## src/ccsp_pkg.sv

```systemverilog
// Shared widths, constants, codes and control types of the cadence, speed and power unit.
package ccsp_pkg;

    localparam int LEN_W      = 5;
    localparam int FLAGS_W    = 8;
    localparam int REVS_W     = 32;
    localparam int CREVS_W    = 16;
    localparam int TIME_W     = 16;
    localparam int CAD_W      = 8;
    localparam int SPD_W      = 14;
    localparam int PWR_W      = 10;
    localparam int RES_W      = 8;
    localparam int CIRC_W     = 12;
    localparam int CFG_IDX_W  = 1;
    localparam int CFG_DATA_W = 12;

    localparam int MULB_W  = 16;
    localparam int PROD_W  = REVS_W + MULB_W;
    localparam int LIMK_W  = 18;
    localparam int LIM_W   = TIME_W + LIMK_W;
    localparam int NUM_W   = 58;
    localparam int P9_W    = PROD_W + 4;
    localparam int RNUM_W  = 34;
    localparam int PMUL_W  = RNUM_W + RES_W;
    localparam int DIVD_W  = 44;
    localparam int DVSR_W  = 29;
    localparam int QUO_W   = 16;
    localparam int CNT_W   = $clog2(QUO_W);

    localparam logic [MULB_W-1:0] MUL_CRANK  = 16'd61440;
    localparam logic [LIMK_W-1:0] LIM_CRANK  = 18'd200;
    localparam logic [LIMK_W-1:0] LIM_WHEEL  = 18'd250000;
    localparam logic [DVSR_W-1:0] SPD_DIV    = 29'd25;
    localparam logic [DVSR_W-1:0] PWR_DIV    = 29'd5000;
    localparam logic [QUO_W-1:0]  PWR_MAX    = 16'd1000;

    localparam logic [LEN_W-1:0] CRANK_MIN_LEN = 5'd5;
    localparam logic [LEN_W-1:0] WHEEL_MIN_LEN = 5'd7;
    localparam int FLAG_WHEEL = 0;
    localparam int FLAG_CRANK = 1;

    localparam logic MODE_CRANK = 1'b0;
    localparam logic MODE_WHEEL = 1'b1;

    localparam logic [CFG_IDX_W-1:0] REG_RESISTANCE = 1'd0;
    localparam logic [CFG_IDX_W-1:0] REG_CIRCUMF    = 1'd1;

    localparam logic [RES_W-1:0]  RES_RST  = 8'd20;
    localparam logic [CIRC_W-1:0] CIRC_RST = 12'd2096;
    localparam logic [CAD_W-1:0]  CAD_RST  = 8'd80;
    localparam logic [SPD_W-1:0]  SPD_RST  = 14'd2000;
    localparam logic [PWR_W-1:0]  PWR_RST  = 10'd200;

    localparam logic [1:0] DIV_SEL_CRANK = 2'd0;
    localparam logic [1:0] DIV_SEL_SPEED = 2'd1;
    localparam logic [1:0] DIV_SEL_POWER = 2'd2;

    typedef struct packed {
        logic       capture;
        logic       mul1;
        logic       mul2;
        logic       div_load;
        logic [1:0] div_sel;
        logic       div_step;
        logic       pmul;
        logic       store_cad;
        logic       store_spd;
        logic       store_pwr;
        logic       load_out;
    } dp_cmd_t;

    typedef struct packed {
        logic mode;
        logic in_range;
        logic out_free;
    } dp_sts_t;

endpackage

```

## src/ccsp_report_if.sv

```systemverilog
// Report channel: one sensor report per transfer.
interface ccsp_report_if;
    logic                        valid;
    logic                        ready;
    logic                        mode;
    logic [ccsp_pkg::LEN_W-1:0]   report_length;
    logic [ccsp_pkg::FLAGS_W-1:0] report_flags;
    logic [ccsp_pkg::REVS_W-1:0]  revolutions;
    logic [ccsp_pkg::TIME_W-1:0]  event_time;

    modport source (output valid, mode, report_length, report_flags, revolutions, event_time,
                    input ready);
    modport sink   (input valid, mode, report_length, report_flags, revolutions, event_time,
                    output ready);
endinterface

```

## src/ccsp_result_if.sv

```systemverilog
// Result channel: current cadence, speed and power per transfer.
interface ccsp_result_if;
    logic                      valid;
    logic                      ready;
    logic                      updated;
    logic [ccsp_pkg::CAD_W-1:0] cadence_rpm;
    logic [ccsp_pkg::SPD_W-1:0] speed_centi_kmh;
    logic [ccsp_pkg::PWR_W-1:0] power_watts;

    modport source (output valid, updated, cadence_rpm, speed_centi_kmh, power_watts,
                    input ready);
    modport sink   (input valid, updated, cadence_rpm, speed_centi_kmh, power_watts,
                    output ready);
endinterface

```

## src/ccsp_cfg_if.sv

```systemverilog
// Configuration write channel: register index and write data.
interface ccsp_cfg_if;
    logic                            valid;
    logic                            ready;
    logic [ccsp_pkg::CFG_IDX_W-1:0]  index;
    logic [ccsp_pkg::CFG_DATA_W-1:0] data;

    modport source (output valid, index, data, input ready);
    modport sink   (input valid, index, data, output ready);
endinterface

```

## src/ccsp_ctrl.sv

```systemverilog
// Sequencing controller for the cadence, speed and power datapath.
module ccsp_ctrl
(
    input  logic              clk,
    input  logic              rst_n,
    input  logic              in_valid,
    output logic              in_ready,
    input  ccsp_pkg::dp_sts_t sts,
    output ccsp_pkg::dp_cmd_t cmd
);

    localparam logic [3:0] S_IDLE      = 4'd0;
    localparam logic [3:0] S_MUL1      = 4'd1;
    localparam logic [3:0] S_MUL2      = 4'd2;
    localparam logic [3:0] S_CHECK     = 4'd3;
    localparam logic [3:0] S_DIV_CRK   = 4'd4;
    localparam logic [3:0] S_STORE_CAD = 4'd5;
    localparam logic [3:0] S_DIV_SPD   = 4'd6;
    localparam logic [3:0] S_STORE_SPD = 4'd7;
    localparam logic [3:0] S_DIV_PWR   = 4'd8;
    localparam logic [3:0] S_STORE_PWR = 4'd9;
    localparam logic [3:0] S_OUT       = 4'd10;

    localparam logic [ccsp_pkg::CNT_W-1:0] CNT_LAST = ccsp_pkg::CNT_W'(ccsp_pkg::QUO_W - 1);

    logic [3:0]                   state_reg, state_next;
    logic [ccsp_pkg::CNT_W-1:0]   cnt_reg, cnt_next;
    logic                         cnt_last;

    assign cnt_last = (cnt_reg == CNT_LAST);

    always_comb
    begin
        state_next = state_reg;
        cnt_next   = cnt_reg;
        cmd        = '0;
        in_ready   = 1'b0;
        unique case (state_reg)
            S_IDLE:
            begin
                in_ready = 1'b1;
                if (in_valid)
                begin
                    cmd.capture = 1'b1;
                    state_next  = S_MUL1;
                end
            end
            S_MUL1:
            begin
                cmd.mul1   = 1'b1;
                state_next = S_MUL2;
            end
            S_MUL2:
            begin
                cmd.mul2   = 1'b1;
                state_next = S_CHECK;
            end
            S_CHECK:
            begin
                cnt_next = '0;
                priority if (!sts.in_range)
                begin
                    state_next = S_OUT;
                end
                else if (sts.mode == ccsp_pkg::MODE_WHEEL)
                begin
                    cmd.div_load = 1'b1;
                    cmd.div_sel  = ccsp_pkg::DIV_SEL_SPEED;
                    cmd.pmul     = 1'b1;
                    state_next   = S_DIV_SPD;
                end
                else
                begin
                    cmd.div_load = 1'b1;
                    cmd.div_sel  = ccsp_pkg::DIV_SEL_CRANK;
                    state_next   = S_DIV_CRK;
                end
            end
            S_DIV_CRK, S_DIV_SPD, S_DIV_PWR:
            begin
                cmd.div_step = 1'b1;
                cnt_next     = cnt_reg + 1'b1;
                if (cnt_last)
                begin
                    cnt_next = '0;
                    unique case (state_reg)
                        S_DIV_CRK: state_next = S_STORE_CAD;
                        S_DIV_SPD: state_next = S_STORE_SPD;
                        default:   state_next = S_STORE_PWR;
                    endcase
                end
            end
            S_STORE_CAD:
            begin
                cmd.store_cad = 1'b1;
                state_next    = S_OUT;
            end
            S_STORE_SPD:
            begin
                cmd.store_spd = 1'b1;
                cmd.div_load  = 1'b1;
                cmd.div_sel   = ccsp_pkg::DIV_SEL_POWER;
                state_next    = S_DIV_PWR;
            end
            S_STORE_PWR:
            begin
                cmd.store_pwr = 1'b1;
                state_next    = S_OUT;
            end
            S_OUT:
            begin
                if (sts.out_free)
                begin
                    cmd.load_out = 1'b1;
                    state_next   = S_IDLE;
                end
            end
            default:
            begin
                state_next = S_IDLE;
            end
        endcase
    end

    always_ff @(posedge clk or negedge rst_n)
    begin
        if (!rst_n)
        begin
            state_reg <= S_IDLE;
            cnt_reg   <= '0;
        end
        else
        begin
            state_reg <= state_next;
            cnt_reg   <= cnt_next;
        end
    end

endmodule

```

## src/ccsp_datapath.sv

```systemverilog
// Datapath: sensor history, multipliers, shared restoring divider and result register.
module ccsp_datapath
(
    input  logic                         clk,
    input  logic                         rst_n,
    input  logic                         mode,
    input  logic [ccsp_pkg::LEN_W-1:0]   report_length,
    input  logic [ccsp_pkg::FLAGS_W-1:0] report_flags,
    input  logic [ccsp_pkg::REVS_W-1:0]  revolutions,
    input  logic [ccsp_pkg::TIME_W-1:0]  event_time,
    ccsp_result_if.source                result,
    ccsp_cfg_if.sink                     cfg,
    input  ccsp_pkg::dp_cmd_t            cmd,
    output ccsp_pkg::dp_sts_t            sts
);

    logic [ccsp_pkg::RES_W-1:0]   res_reg;
    logic [ccsp_pkg::CIRC_W-1:0]  circ_reg;
    logic [ccsp_pkg::CREVS_W-1:0] prev_crank_revs_reg;
    logic [ccsp_pkg::TIME_W-1:0]  prev_crank_time_reg;
    logic [ccsp_pkg::REVS_W-1:0]  prev_wheel_revs_reg;
    logic [ccsp_pkg::TIME_W-1:0]  prev_wheel_time_reg;
    logic [ccsp_pkg::CAD_W-1:0]   cad_reg;
    logic [ccsp_pkg::SPD_W-1:0]   spd_reg;
    logic [ccsp_pkg::PWR_W-1:0]   pwr_reg;
    logic                         upd_reg;
    logic                         out_valid_reg;

    logic                         mode_reg;
    logic                         calc_ok_reg;
    logic [ccsp_pkg::REVS_W-1:0]  dr_reg;
    logic [ccsp_pkg::TIME_W-1:0]  dt_reg;
    logic [ccsp_pkg::PROD_W-1:0]  prod_reg;
    logic [ccsp_pkg::LIM_W-1:0]   lim_reg;
    logic [ccsp_pkg::NUM_W-1:0]   num_reg;
    logic [ccsp_pkg::DIVD_W-1:0]  pnum_reg;
    logic [ccsp_pkg::DIVD_W-1:0]  rem_reg;
    logic [ccsp_pkg::DIVD_W-1:0]  dsh_reg;
    logic [ccsp_pkg::QUO_W-1:0]   q_reg;
    logic                         out_upd_reg;
    logic [ccsp_pkg::CAD_W-1:0]   out_cad_reg;
    logic [ccsp_pkg::SPD_W-1:0]   out_spd_reg;
    logic [ccsp_pkg::PWR_W-1:0]   out_pwr_reg;

    logic                         rep_ok;
    logic [ccsp_pkg::CREVS_W-1:0] crank_dr;
    logic [ccsp_pkg::TIME_W-1:0]  crank_dt;
    logic [ccsp_pkg::REVS_W-1:0]  wheel_dr;
    logic [ccsp_pkg::TIME_W-1:0]  wheel_dt;
    logic [ccsp_pkg::MULB_W-1:0]  mul_b;
    logic [ccsp_pkg::LIMK_W-1:0]  lim_k;
    logic [ccsp_pkg::P9_W-1:0]    prod9;
    logic [ccsp_pkg::NUM_W-1:0]   num_next;
    logic [ccsp_pkg::PMUL_W-1:0]  pm;
    logic [ccsp_pkg::DIVD_W-1:0]  pnum_next;
    logic [ccsp_pkg::DIVD_W-1:0]  dividend;
    logic [ccsp_pkg::DVSR_W-1:0]  divisor;
    logic [ccsp_pkg::DVSR_W-1:0]  dt_ext;
    logic                         rem_ge;
    logic [ccsp_pkg::DIVD_W-1:0]  rem_sub;
    logic [ccsp_pkg::PWR_W-1:0]   pwr_clamped;

    assign rep_ok = (mode == ccsp_pkg::MODE_WHEEL)
                  ? ((report_length >= ccsp_pkg::WHEEL_MIN_LEN)
                     && report_flags[ccsp_pkg::FLAG_WHEEL])
                  : ((report_length >= ccsp_pkg::CRANK_MIN_LEN)
                     && report_flags[ccsp_pkg::FLAG_CRANK]);

    assign crank_dr = revolutions[ccsp_pkg::CREVS_W-1:0] - prev_crank_revs_reg;
    assign crank_dt = event_time - prev_crank_time_reg;
    assign wheel_dr = revolutions - prev_wheel_revs_reg;
    assign wheel_dt = event_time - prev_wheel_time_reg;

    assign mul_b = (mode_reg == ccsp_pkg::MODE_WHEEL)
                 ? ccsp_pkg::MULB_W'(circ_reg) : ccsp_pkg::MUL_CRANK;
    assign lim_k = (mode_reg == ccsp_pkg::MODE_WHEEL) ? ccsp_pkg::LIM_WHEEL : ccsp_pkg::LIM_CRANK;

    // times 9216 is times nine, then shift by ten
    assign prod9 = (ccsp_pkg::P9_W'(prod_reg) << 3) + ccsp_pkg::P9_W'(prod_reg);
    assign num_next = (mode_reg == ccsp_pkg::MODE_WHEEL)
                    ? {prod9[ccsp_pkg::PROD_W-1:0], 10'b0}
                    : ccsp_pkg::NUM_W'(prod_reg);

    assign pm = num_reg[ccsp_pkg::RNUM_W-1:0] * res_reg;
    assign pnum_next = ccsp_pkg::DIVD_W'(pm) + (ccsp_pkg::DIVD_W'(pm) << 1);

    assign dt_ext = ccsp_pkg::DVSR_W'(dt_reg);

    always_comb
    begin
        unique case (cmd.div_sel)
            ccsp_pkg::DIV_SEL_CRANK:
            begin
                dividend = num_reg[ccsp_pkg::DIVD_W-1:0];
                divisor  = dt_ext;
            end
            ccsp_pkg::DIV_SEL_SPEED:
            begin
                dividend = num_reg[ccsp_pkg::DIVD_W-1:0];
                divisor  = dt_ext * ccsp_pkg::SPD_DIV;
            end
            ccsp_pkg::DIV_SEL_POWER:
            begin
                dividend = pnum_reg;
                divisor  = dt_ext * ccsp_pkg::PWR_DIV;
            end
            default:
            begin
                dividend = '0;
                divisor  = '0;
            end
        endcase
    end

    assign rem_ge  = (rem_reg >= dsh_reg);
    assign rem_sub = rem_reg - dsh_reg;

    assign pwr_clamped = (q_reg > ccsp_pkg::PWR_MAX)
                       ? ccsp_pkg::PWR_W'(ccsp_pkg::PWR_MAX) : q_reg[ccsp_pkg::PWR_W-1:0];

    assign sts.mode     = mode_reg;
    assign sts.in_range = calc_ok_reg && (num_reg <= ccsp_pkg::NUM_W'(lim_reg));
    assign sts.out_free = !out_valid_reg || result.ready;

    assign cfg.ready              = 1'b1;
    assign result.valid           = out_valid_reg;
    assign result.updated         = out_upd_reg;
    assign result.cadence_rpm     = out_cad_reg;
    assign result.speed_centi_kmh = out_spd_reg;
    assign result.power_watts     = out_pwr_reg;

    always_ff @(posedge clk or negedge rst_n)
    begin
        if (!rst_n)
        begin
            res_reg             <= ccsp_pkg::RES_RST;
            circ_reg            <= ccsp_pkg::CIRC_RST;
            prev_crank_revs_reg <= '0;
            prev_crank_time_reg <= '0;
            prev_wheel_revs_reg <= '0;
            prev_wheel_time_reg <= '0;
            cad_reg             <= ccsp_pkg::CAD_RST;
            spd_reg             <= ccsp_pkg::SPD_RST;
            pwr_reg             <= ccsp_pkg::PWR_RST;
            upd_reg             <= 1'b0;
            out_valid_reg       <= 1'b0;
        end
        else
        begin
            if (cfg.valid)
            begin
                unique case (cfg.index)
                    ccsp_pkg::REG_RESISTANCE: res_reg  <= cfg.data[ccsp_pkg::RES_W-1:0];
                    ccsp_pkg::REG_CIRCUMF:    circ_reg <= cfg.data[ccsp_pkg::CIRC_W-1:0];
                    default:                  res_reg  <= res_reg;
                endcase
            end
            if (cmd.capture)
            begin
                upd_reg <= 1'b0;
                if (rep_ok && (mode == ccsp_pkg::MODE_WHEEL))
                begin
                    prev_wheel_revs_reg <= revolutions;
                    prev_wheel_time_reg <= event_time;
                end
                if (rep_ok && (mode == ccsp_pkg::MODE_CRANK))
                begin
                    prev_crank_revs_reg <= revolutions[ccsp_pkg::CREVS_W-1:0];
                    prev_crank_time_reg <= event_time;
                end
            end
            if (cmd.store_cad)
            begin
                cad_reg <= q_reg[ccsp_pkg::CAD_W-1:0];
                upd_reg <= 1'b1;
            end
            if (cmd.store_spd)
            begin
                spd_reg <= q_reg[ccsp_pkg::SPD_W-1:0];
            end
            if (cmd.store_pwr)
            begin
                pwr_reg <= pwr_clamped;
                upd_reg <= 1'b1;
            end
            if (cmd.load_out)
            begin
                out_valid_reg <= 1'b1;
            end
            else if (result.ready)
            begin
                out_valid_reg <= 1'b0;
            end
        end
    end

    always_ff @(posedge clk)
    begin
        if (cmd.capture)
        begin
            mode_reg <= mode;
            if (mode == ccsp_pkg::MODE_WHEEL)
            begin
                dr_reg      <= wheel_dr;
                dt_reg      <= wheel_dt;
                calc_ok_reg <= rep_ok && (prev_wheel_time_reg != '0) && (wheel_dt != '0);
            end
            else
            begin
                dr_reg      <= ccsp_pkg::REVS_W'(crank_dr);
                dt_reg      <= crank_dt;
                calc_ok_reg <= rep_ok && (prev_crank_time_reg != '0) && (crank_dt != '0);
            end
        end
        if (cmd.mul1)
        begin
            prod_reg <= dr_reg * mul_b;
            lim_reg  <= dt_reg * lim_k;
        end
        if (cmd.mul2)
        begin
            num_reg <= num_next;
        end
        if (cmd.pmul)
        begin
            pnum_reg <= pnum_next;
        end
        if (cmd.div_load)
        begin
            rem_reg <= dividend;
            dsh_reg <= {divisor, {(ccsp_pkg::QUO_W - 1){1'b0}}};
            q_reg   <= '0;
        end
        else if (cmd.div_step)
        begin
            if (rem_ge)
            begin
                rem_reg <= rem_sub;
            end
            q_reg   <= {q_reg[ccsp_pkg::QUO_W-2:0], rem_ge};
            dsh_reg <= dsh_reg >> 1;
        end
        if (cmd.load_out)
        begin
            out_upd_reg <= upd_reg;
            out_cad_reg <= cad_reg;
            out_spd_reg <= spd_reg;
            out_pwr_reg <= pwr_reg;
        end
    end

endmodule

```

## src/cycling_cadence_speed_power_calc_unit.sv

```systemverilog
// Top level of the cycling cadence, speed and power unit.
// Each report transfer yields exactly one result transfer carrying the current cadence (rpm),
// speed (0.01 km/h) and power (W), with updated set when the report produced new values.
// One report is handled at a time: an ignored or out-of-range report goes from the range check
// straight to the result register, otherwise the shared 16-step restoring divider (one quotient
// bit per cycle) makes one pass for the cadence of a crank report, or two, for speed and power,
// for a wheel report. A new report is taken once the previous one has reached the result register,
// even if that result has not yet been transferred. Configuration writes are always taken
// and must only be issued while no report is in progress.
module cycling_cadence_speed_power_calc_unit
(
    input  logic         clk,
    input  logic         rst_n,
    ccsp_report_if.sink  report,
    ccsp_result_if.source result,
    ccsp_cfg_if.sink     cfg
);

    ccsp_pkg::dp_cmd_t cmd;
    ccsp_pkg::dp_sts_t sts;
    logic              in_ready;

    assign report.ready = in_ready;

    ccsp_ctrl u_ctrl
    (
        .clk      (clk),
        .rst_n    (rst_n),
        .in_valid (report.valid),
        .in_ready (in_ready),
        .sts      (sts),
        .cmd      (cmd)
    );

    ccsp_datapath u_datapath
    (
        .clk           (clk),
        .rst_n         (rst_n),
        .mode          (report.mode),
        .report_length (report.report_length),
        .report_flags  (report.report_flags),
        .revolutions   (report.revolutions),
        .event_time    (report.event_time),
        .result        (result),
        .cfg           (cfg),
        .cmd           (cmd),
        .sts           (sts)
    );

endmodule

```

## src/flat_wrapper.sv

```systemverilog
// flat-port wrapper written by rule: the top's interface ports become plain ports
module cycling_cadence_speed_power_calc_unit_flat 
  (clk, rst_n, report_valid, report_mode, report_report_length, report_report_flags, report_revolutions, report_event_time, report_ready, result_valid, result_updated, result_cadence_rpm, result_speed_centi_kmh, result_power_watts, result_ready, cfg_valid, cfg_index, cfg_data, cfg_ready);
  ccsp_report_if report_i ();
  ccsp_result_if result_i ();
  ccsp_cfg_if cfg_i ();
  input  logic clk;
  input  logic rst_n;
  input wire logic [$bits(report_i.valid)-1:0] report_valid;
  input wire logic [$bits(report_i.mode)-1:0] report_mode;
  input wire logic [$bits(report_i.report_length)-1:0] report_report_length;
  input wire logic [$bits(report_i.report_flags)-1:0] report_report_flags;
  input wire logic [$bits(report_i.revolutions)-1:0] report_revolutions;
  input wire logic [$bits(report_i.event_time)-1:0] report_event_time;
  output wire logic [$bits(report_i.ready)-1:0] report_ready;
  output wire logic [$bits(result_i.valid)-1:0] result_valid;
  output wire logic [$bits(result_i.updated)-1:0] result_updated;
  output wire logic [$bits(result_i.cadence_rpm)-1:0] result_cadence_rpm;
  output wire logic [$bits(result_i.speed_centi_kmh)-1:0] result_speed_centi_kmh;
  output wire logic [$bits(result_i.power_watts)-1:0] result_power_watts;
  input wire logic [$bits(result_i.ready)-1:0] result_ready;
  input wire logic [$bits(cfg_i.valid)-1:0] cfg_valid;
  input wire logic [$bits(cfg_i.index)-1:0] cfg_index;
  input wire logic [$bits(cfg_i.data)-1:0] cfg_data;
  output wire logic [$bits(cfg_i.ready)-1:0] cfg_ready;
  assign report_i.valid = report_valid;
  assign report_i.mode = report_mode;
  assign report_i.report_length = report_report_length;
  assign report_i.report_flags = report_report_flags;
  assign report_i.revolutions = report_revolutions;
  assign report_i.event_time = report_event_time;
  assign report_ready = report_i.ready;
  assign result_valid = result_i.valid;
  assign result_updated = result_i.updated;
  assign result_cadence_rpm = result_i.cadence_rpm;
  assign result_speed_centi_kmh = result_i.speed_centi_kmh;
  assign result_power_watts = result_i.power_watts;
  assign result_i.ready = result_ready;
  assign cfg_i.valid = cfg_valid;
  assign cfg_i.index = cfg_index;
  assign cfg_i.data = cfg_data;
  assign cfg_ready = cfg_i.ready;
  cycling_cadence_speed_power_calc_unit u_core (.clk(clk), .rst_n(rst_n), .report(report_i), .result(result_i), .cfg(cfg_i));
endmodule
```

## config.mk

```make
export PLATFORM = sky130hd
export DESIGN_NAME = cycling_cadence_speed_power_calc_unit_flat
export DESIGN_NICKNAME = d
export VERILOG_FILES = /design/src/ccsp_pkg.sv /design/src/ccsp_report_if.sv /design/src/ccsp_result_if.sv /design/src/ccsp_cfg_if.sv /design/src/ccsp_ctrl.sv /design/src/ccsp_datapath.sv /design/src/cycling_cadence_speed_power_calc_unit.sv /design/src/flat_wrapper.sv
export SDC_FILE = /design/constraint.sdc
export NUM_CORES = 2
export LEC_CHECK = 0
export ABC_AREA = 1
export BUFFER_PORTS_ARGS = -buffer_cell sky130_fd_sc_hd__buf_2
export CAP_MARGIN = 15
export CORE_UTILIZATION = 40
export CTS_BUF_LIST = sky130_fd_sc_hd__clkbuf_4 sky130_fd_sc_hd__clkbuf_8
export DETAILED_ROUTE_END_ITERATION = 10
export SETUP_SLACK_MARGIN = 0.15
export SLEW_MARGIN = 20
export SYNTH_ARGS = -nofsm -noshare
export SYNTH_HDL_FRONTEND = slang
export SYNTH_HIERARCHICAL = 1
export SYNTH_SLANG_ARGS = --single-unit
export TNS_END_PERCENT = 30
```

## constraint.sdc

```tcl
create_clock -name clk -period 6.5 [get_ports clk]
set_input_delay 0.325 -clock clk [delete_from_list [all_inputs] [get_ports clk]]
set_output_delay 0.325 -clock clk [all_outputs]
set_load 0.02 [all_outputs]
```

==> load_flow_metrics.sql <==
INSERT INTO impl_metrics (metric_group, metric, value, unit) VALUES
('finish', 'largest_reg_flops', '58', ''),
('outcome', 'outcome', 'completed', ''),
('critical_path', 'cp_data_arrival_time', '6.90', 'ns'),
('synthesis', 'syn-mean-instance-area', '8.09', 'um2'),
('global_route', 'grt_overflow', '0', ''),
('routing', 'drcViolationCount', '0', ''),
('critical_path', 'worst_r2r_startpoint', 'u_core/u_datapath/mode_reg', ''),
('routing', 'postRouteWirelength', '196', 'mm'),
('critical_path', 'worst_path_largest_cell_delay', '0.56', 'ns'),
('synthesis', 'share_of_flip_flops_with_an_asynchronous_set_or_reset_after_synthesis', '27.8', '%'),
('placement', 'detailed_place_hpwl', '160', 'mm'),
('sta', 'timing.final.hold_violations', '0', ''),
('routing', 'via_count', '55414', ''),
('finish', 'fillerInstances', '15673', ''),
('clock_network', 'cts_tree', 'built', ''),
('critical_path', 'timing.critical_path.fanout_max', '10', ''),
('critical_path', 'worstPathRequired', '7.03', 'ns'),
('routing', 'route.top_layer_used', 'met5', ''),
('finish', 'register_area', '14300', 'um2'),
('synthesis', 'synth.area.top_cells', 'sky130_fd_sc_hd__fa_1 (23%), sky130_fd_sc_hd__edfxtp_1 (15%), sky130_fd_sc_hd__ha_1 (13%)', ''),
('clock_network', 'clkTransAtPathRegs', '0.07', 'ns'),
('synthesis', 'dominantRegCellSynth', 'sky130_fd_sc_hd__edfxtp_1', ''),
('finish', 'multi_input_comb_area', '45400', 'um2'),
('finish', 'layout.cell_area.non_filler', '77600', 'um2'),
('placement', 'routabilityCongestion', '0.935', ''),
('sta', 'finalCriticalPeriod', '6.37', 'ns'),
('global_route', 'track_usage', '23.7', '%'),
('routing', 'detail_route.vias_per_cell', '5.06', ''),
('placement', 'buffer_ports.inserted', '108', ''),
('clock_network', 'cts-htree-levels', '3', ''),
('global_route', 'global_route_wire_length_before_repair', '306', 'mm'),
('sta', 'hold-worst-slack', '0.0791', 'ns'),
('clock_network', 'clk-insertion-delay-late', '0.86', 'ns'),
('clock_network', 'root_buffer', 'sky130_fd_sc_hd__clkbuf_8', ''),
('finish', 'synthesis_to_layout_area_growth', '18.8', '%'),
('global_route', 'antenna_found_initial', '4', ''),
('sta', 'rsz0062_at_grt', 'true', ''),
('floorplanning', 'core-area', '161000', 'um2'),
('finish', 'nets', '10215', ''),
('sta', 'maxSlewHeadroom', '32.1', '%'),
('routing', 'drt_pre_antenna_iters', '7', ''),
('finish', 'drive_above_1_share', '15.0', '%'),
('global_route', 'grt_max_degree', '112', ''),
('synthesis', 'syn-instance-count', '8068', ''),
('clock_network', 'cts_made_buffers', '91', ''),
('synthesis', 'synth-edff-count', '337', ''),
('sta', 'finalSetupTns', '0', 'ns'),
('sta', 'fin_worst_skew', '0.0856', 'ns'),
('synthesis', 'ys_warn_count', '6', ''),
('hold_path', 'holdCritStartpoint', 'cfg_data[6]', ''),
('floorplanning', 'rows', '147', ''),
('critical_path', 'end_kind', 'flop', ''),
('routing', 'drt-met1-wl', '85.0', 'mm'),
('synthesis', 'synth.cell_area', '65300', 'um2'),
('critical_path', 'worstSetupEndpoint', 'u_core/u_datapath/prod_reg[44]', ''),
('floorplanning', 'fp.dieH', '406', 'um'),
('placement', 'dpl_cell_area', '71800', 'um2'),
('sta', 'achievable_frequency', '157', 'MHz'),
('floorplanning', 'die_area', '165000', 'um2'),
('floorplanning', 'ioPinCount', '116', ''),
('critical_path', 'ff2ff_path_depth', '25', ''),
('critical_path', 'worst_r2r_endpoint', 'u_core/u_datapath/prod_reg[44]', ''),
('synthesis', 'seq_area_frac_synth', '21.9', '%'),
('clock_network', 'clkSinkCount', '510', ''),
('synthesis', 'yosys.area.top_type', 'sky130_fd_sc_hd__fa_1', ''),
('finish', 'final_common_cell', 'sky130_fd_sc_hd__inv_1', ''),
('hold_path', 'worst_hold_class', 'input port to flop', ''),
('finish', 'layout_common_cells', 'sky130_fd_sc_hd__inv_1 (1785), sky130_fd_sc_hd__nand2_1 (1472), sky130_fd_sc_hd__fa_1 (729)', ''),
('critical_path', 'timing.critical_path.mode_cell', 'sky130_fd_sc_hd__fa_1', ''),
('critical_path', 'start_kind', 'flop', ''),
('routing', 'detailed_routed_wire_length_on_met2', '95.6', 'mm');
[area by class of cell]
class | count | area share (%)
clock buffers | 125 | 2.04
clock inverters | 45 | 0.568
well taps | 2160 | 3.48
multi-input cells | 5526 | 58.6
inverters | 1837 | 8.92
flip-flops and latches | 510 | 18.5
diodes | 8 | 0.0258
repair buffers | 737 | 7.91
[repair_timing]
action / CTS / global route
pin swaps: 13 / 197
hold endpoints to repair: 158 / 0
cloned: 2 / 7
buffers inserted: 7 / 61
resized for setup: 66 / 479
hold buffers: 62 / 0
setup endpoints to repair: 44 / 62
[cell usage after synthesis (11+ instances only)]
library cell	instances
sky130_fd_sc_hd__o21ai_1	18
sky130_fd_sc_hd__or2_2	11
sky130_fd_sc_hd__a21o_1	47
sky130_fd_sc_hd__a21oi_1	520
sky130_fd_sc_hd__nor2_1	574
sky130_fd_sc_hd__inv_1	1831
sky130_fd_sc_hd__nor3_1	39
sky130_fd_sc_hd__a22oi_1	34
sky130_fd_sc_hd__nor2_2	11
sky130_fd_sc_hd__mux2i_1	13
sky130_fd_sc_hd__dfstp_2	16
sky130_fd_sc_hd__a211oi_1	12
sky130_fd_sc_hd__edfxtp_1	337
sky130_fd_sc_hd__nor4_1	29
sky130_fd_sc_hd__dfrtp_1	126
sky130_fd_sc_hd__nand2_1	1576
sky130_fd_sc_hd__nand2_2	17
sky130_fd_sc_hd__o21a_1	27
sky130_fd_sc_hd__a21boi_0	13
sky130_fd_sc_hd__o221ai_1	20
sky130_fd_sc_hd__ha_1	688
sky130_fd_sc_hd__o21ai_0	430
sky130_fd_sc_hd__a31oi_1	70
sky130_fd_sc_hd__o211ai_1	19
sky130_fd_sc_hd__o22ai_1	41
sky130_fd_sc_hd__fa_1	744
sky130_fd_sc_hd__nand3_1	156
sky130_fd_sc_hd__xor2_1	135
sky130_fd_sc_hd__clkbuf_1	192
sky130_fd_sc_hd__dfxtp_1	31
sky130_fd_sc_hd__o21bai_1	23
sky130_fd_sc_hd__o31ai_1	15
sky130_fd_sc_hd__nand4_1	59
sky130_fd_sc_hd__xnor2_1	96
[cell families after synthesis]
kind of cell / count (synthesis) / share of synthesized area [%]
and+or+nand+nor: 2507 / 15.5
other: 2 / 0.0115
xor gates and xnor gates: 231 / 3.10
muxes: 18 / 0.286
DFF: 510 / 21.9
AOI/OAI and AO/OA: 1322 / 11.4
adders and majority gates: 1432 / 36.0
buffers and inverters: 2046 / 11.8
[worst max-delay path: cells and delay by family (launching register included)]
family / cells / cell delay (ns)
buffers and inverters: 8 / 1.03
DFF: 1 / 0.42
xor gates and xnor gates: 1 / 0.20
and+or+nand+nor: 8 / 0.91
adders and majority gates: 7 / 3.39
AOI/OAI and AO/OA: 1 / 0.12
[routing by layer]
metal / track usage (%) / vias to the layer above
met4: 6.71 / 2
met5: 0 / -
met3: 2.77 / 296
li1: - / 26703
met2: 41.3 / 1404
met1: 30.9 / 27009
[worst min-delay path by stage]
stage / to / cells past startpoint
floorplan: u_core/u_ctrl/cnt_reg[0] / 0
global placement: u_core/u_datapath/circ_reg[9] / 1
detailed placement: u_core/u_datapath/circ_reg[9] / 1
CTS: u_core/u_datapath/res_reg[3] / 4
global route: u_core/u_datapath/res_reg[7] / 3
finish: u_core/u_datapath/circ_reg[6] / 3
[per-stage QoR]
step / setup slack (ns) / instances / util [%]
after global routing: -0.123 / 10944 / 48.1
after global placement: -0.213 / 10631 / 44.5
after CTS: 0.0642 / 10872 / 46.4
after detailed placement: -0.175 / 10631 / 44.5
after floorplan: 0.159 / 8082 / -
final: 0.131 / 10948 / 48.1
Power is left out: the tool's default activity adds up to more than one toggle a clock period on the data nets, which glitch-free logic cannot reach.
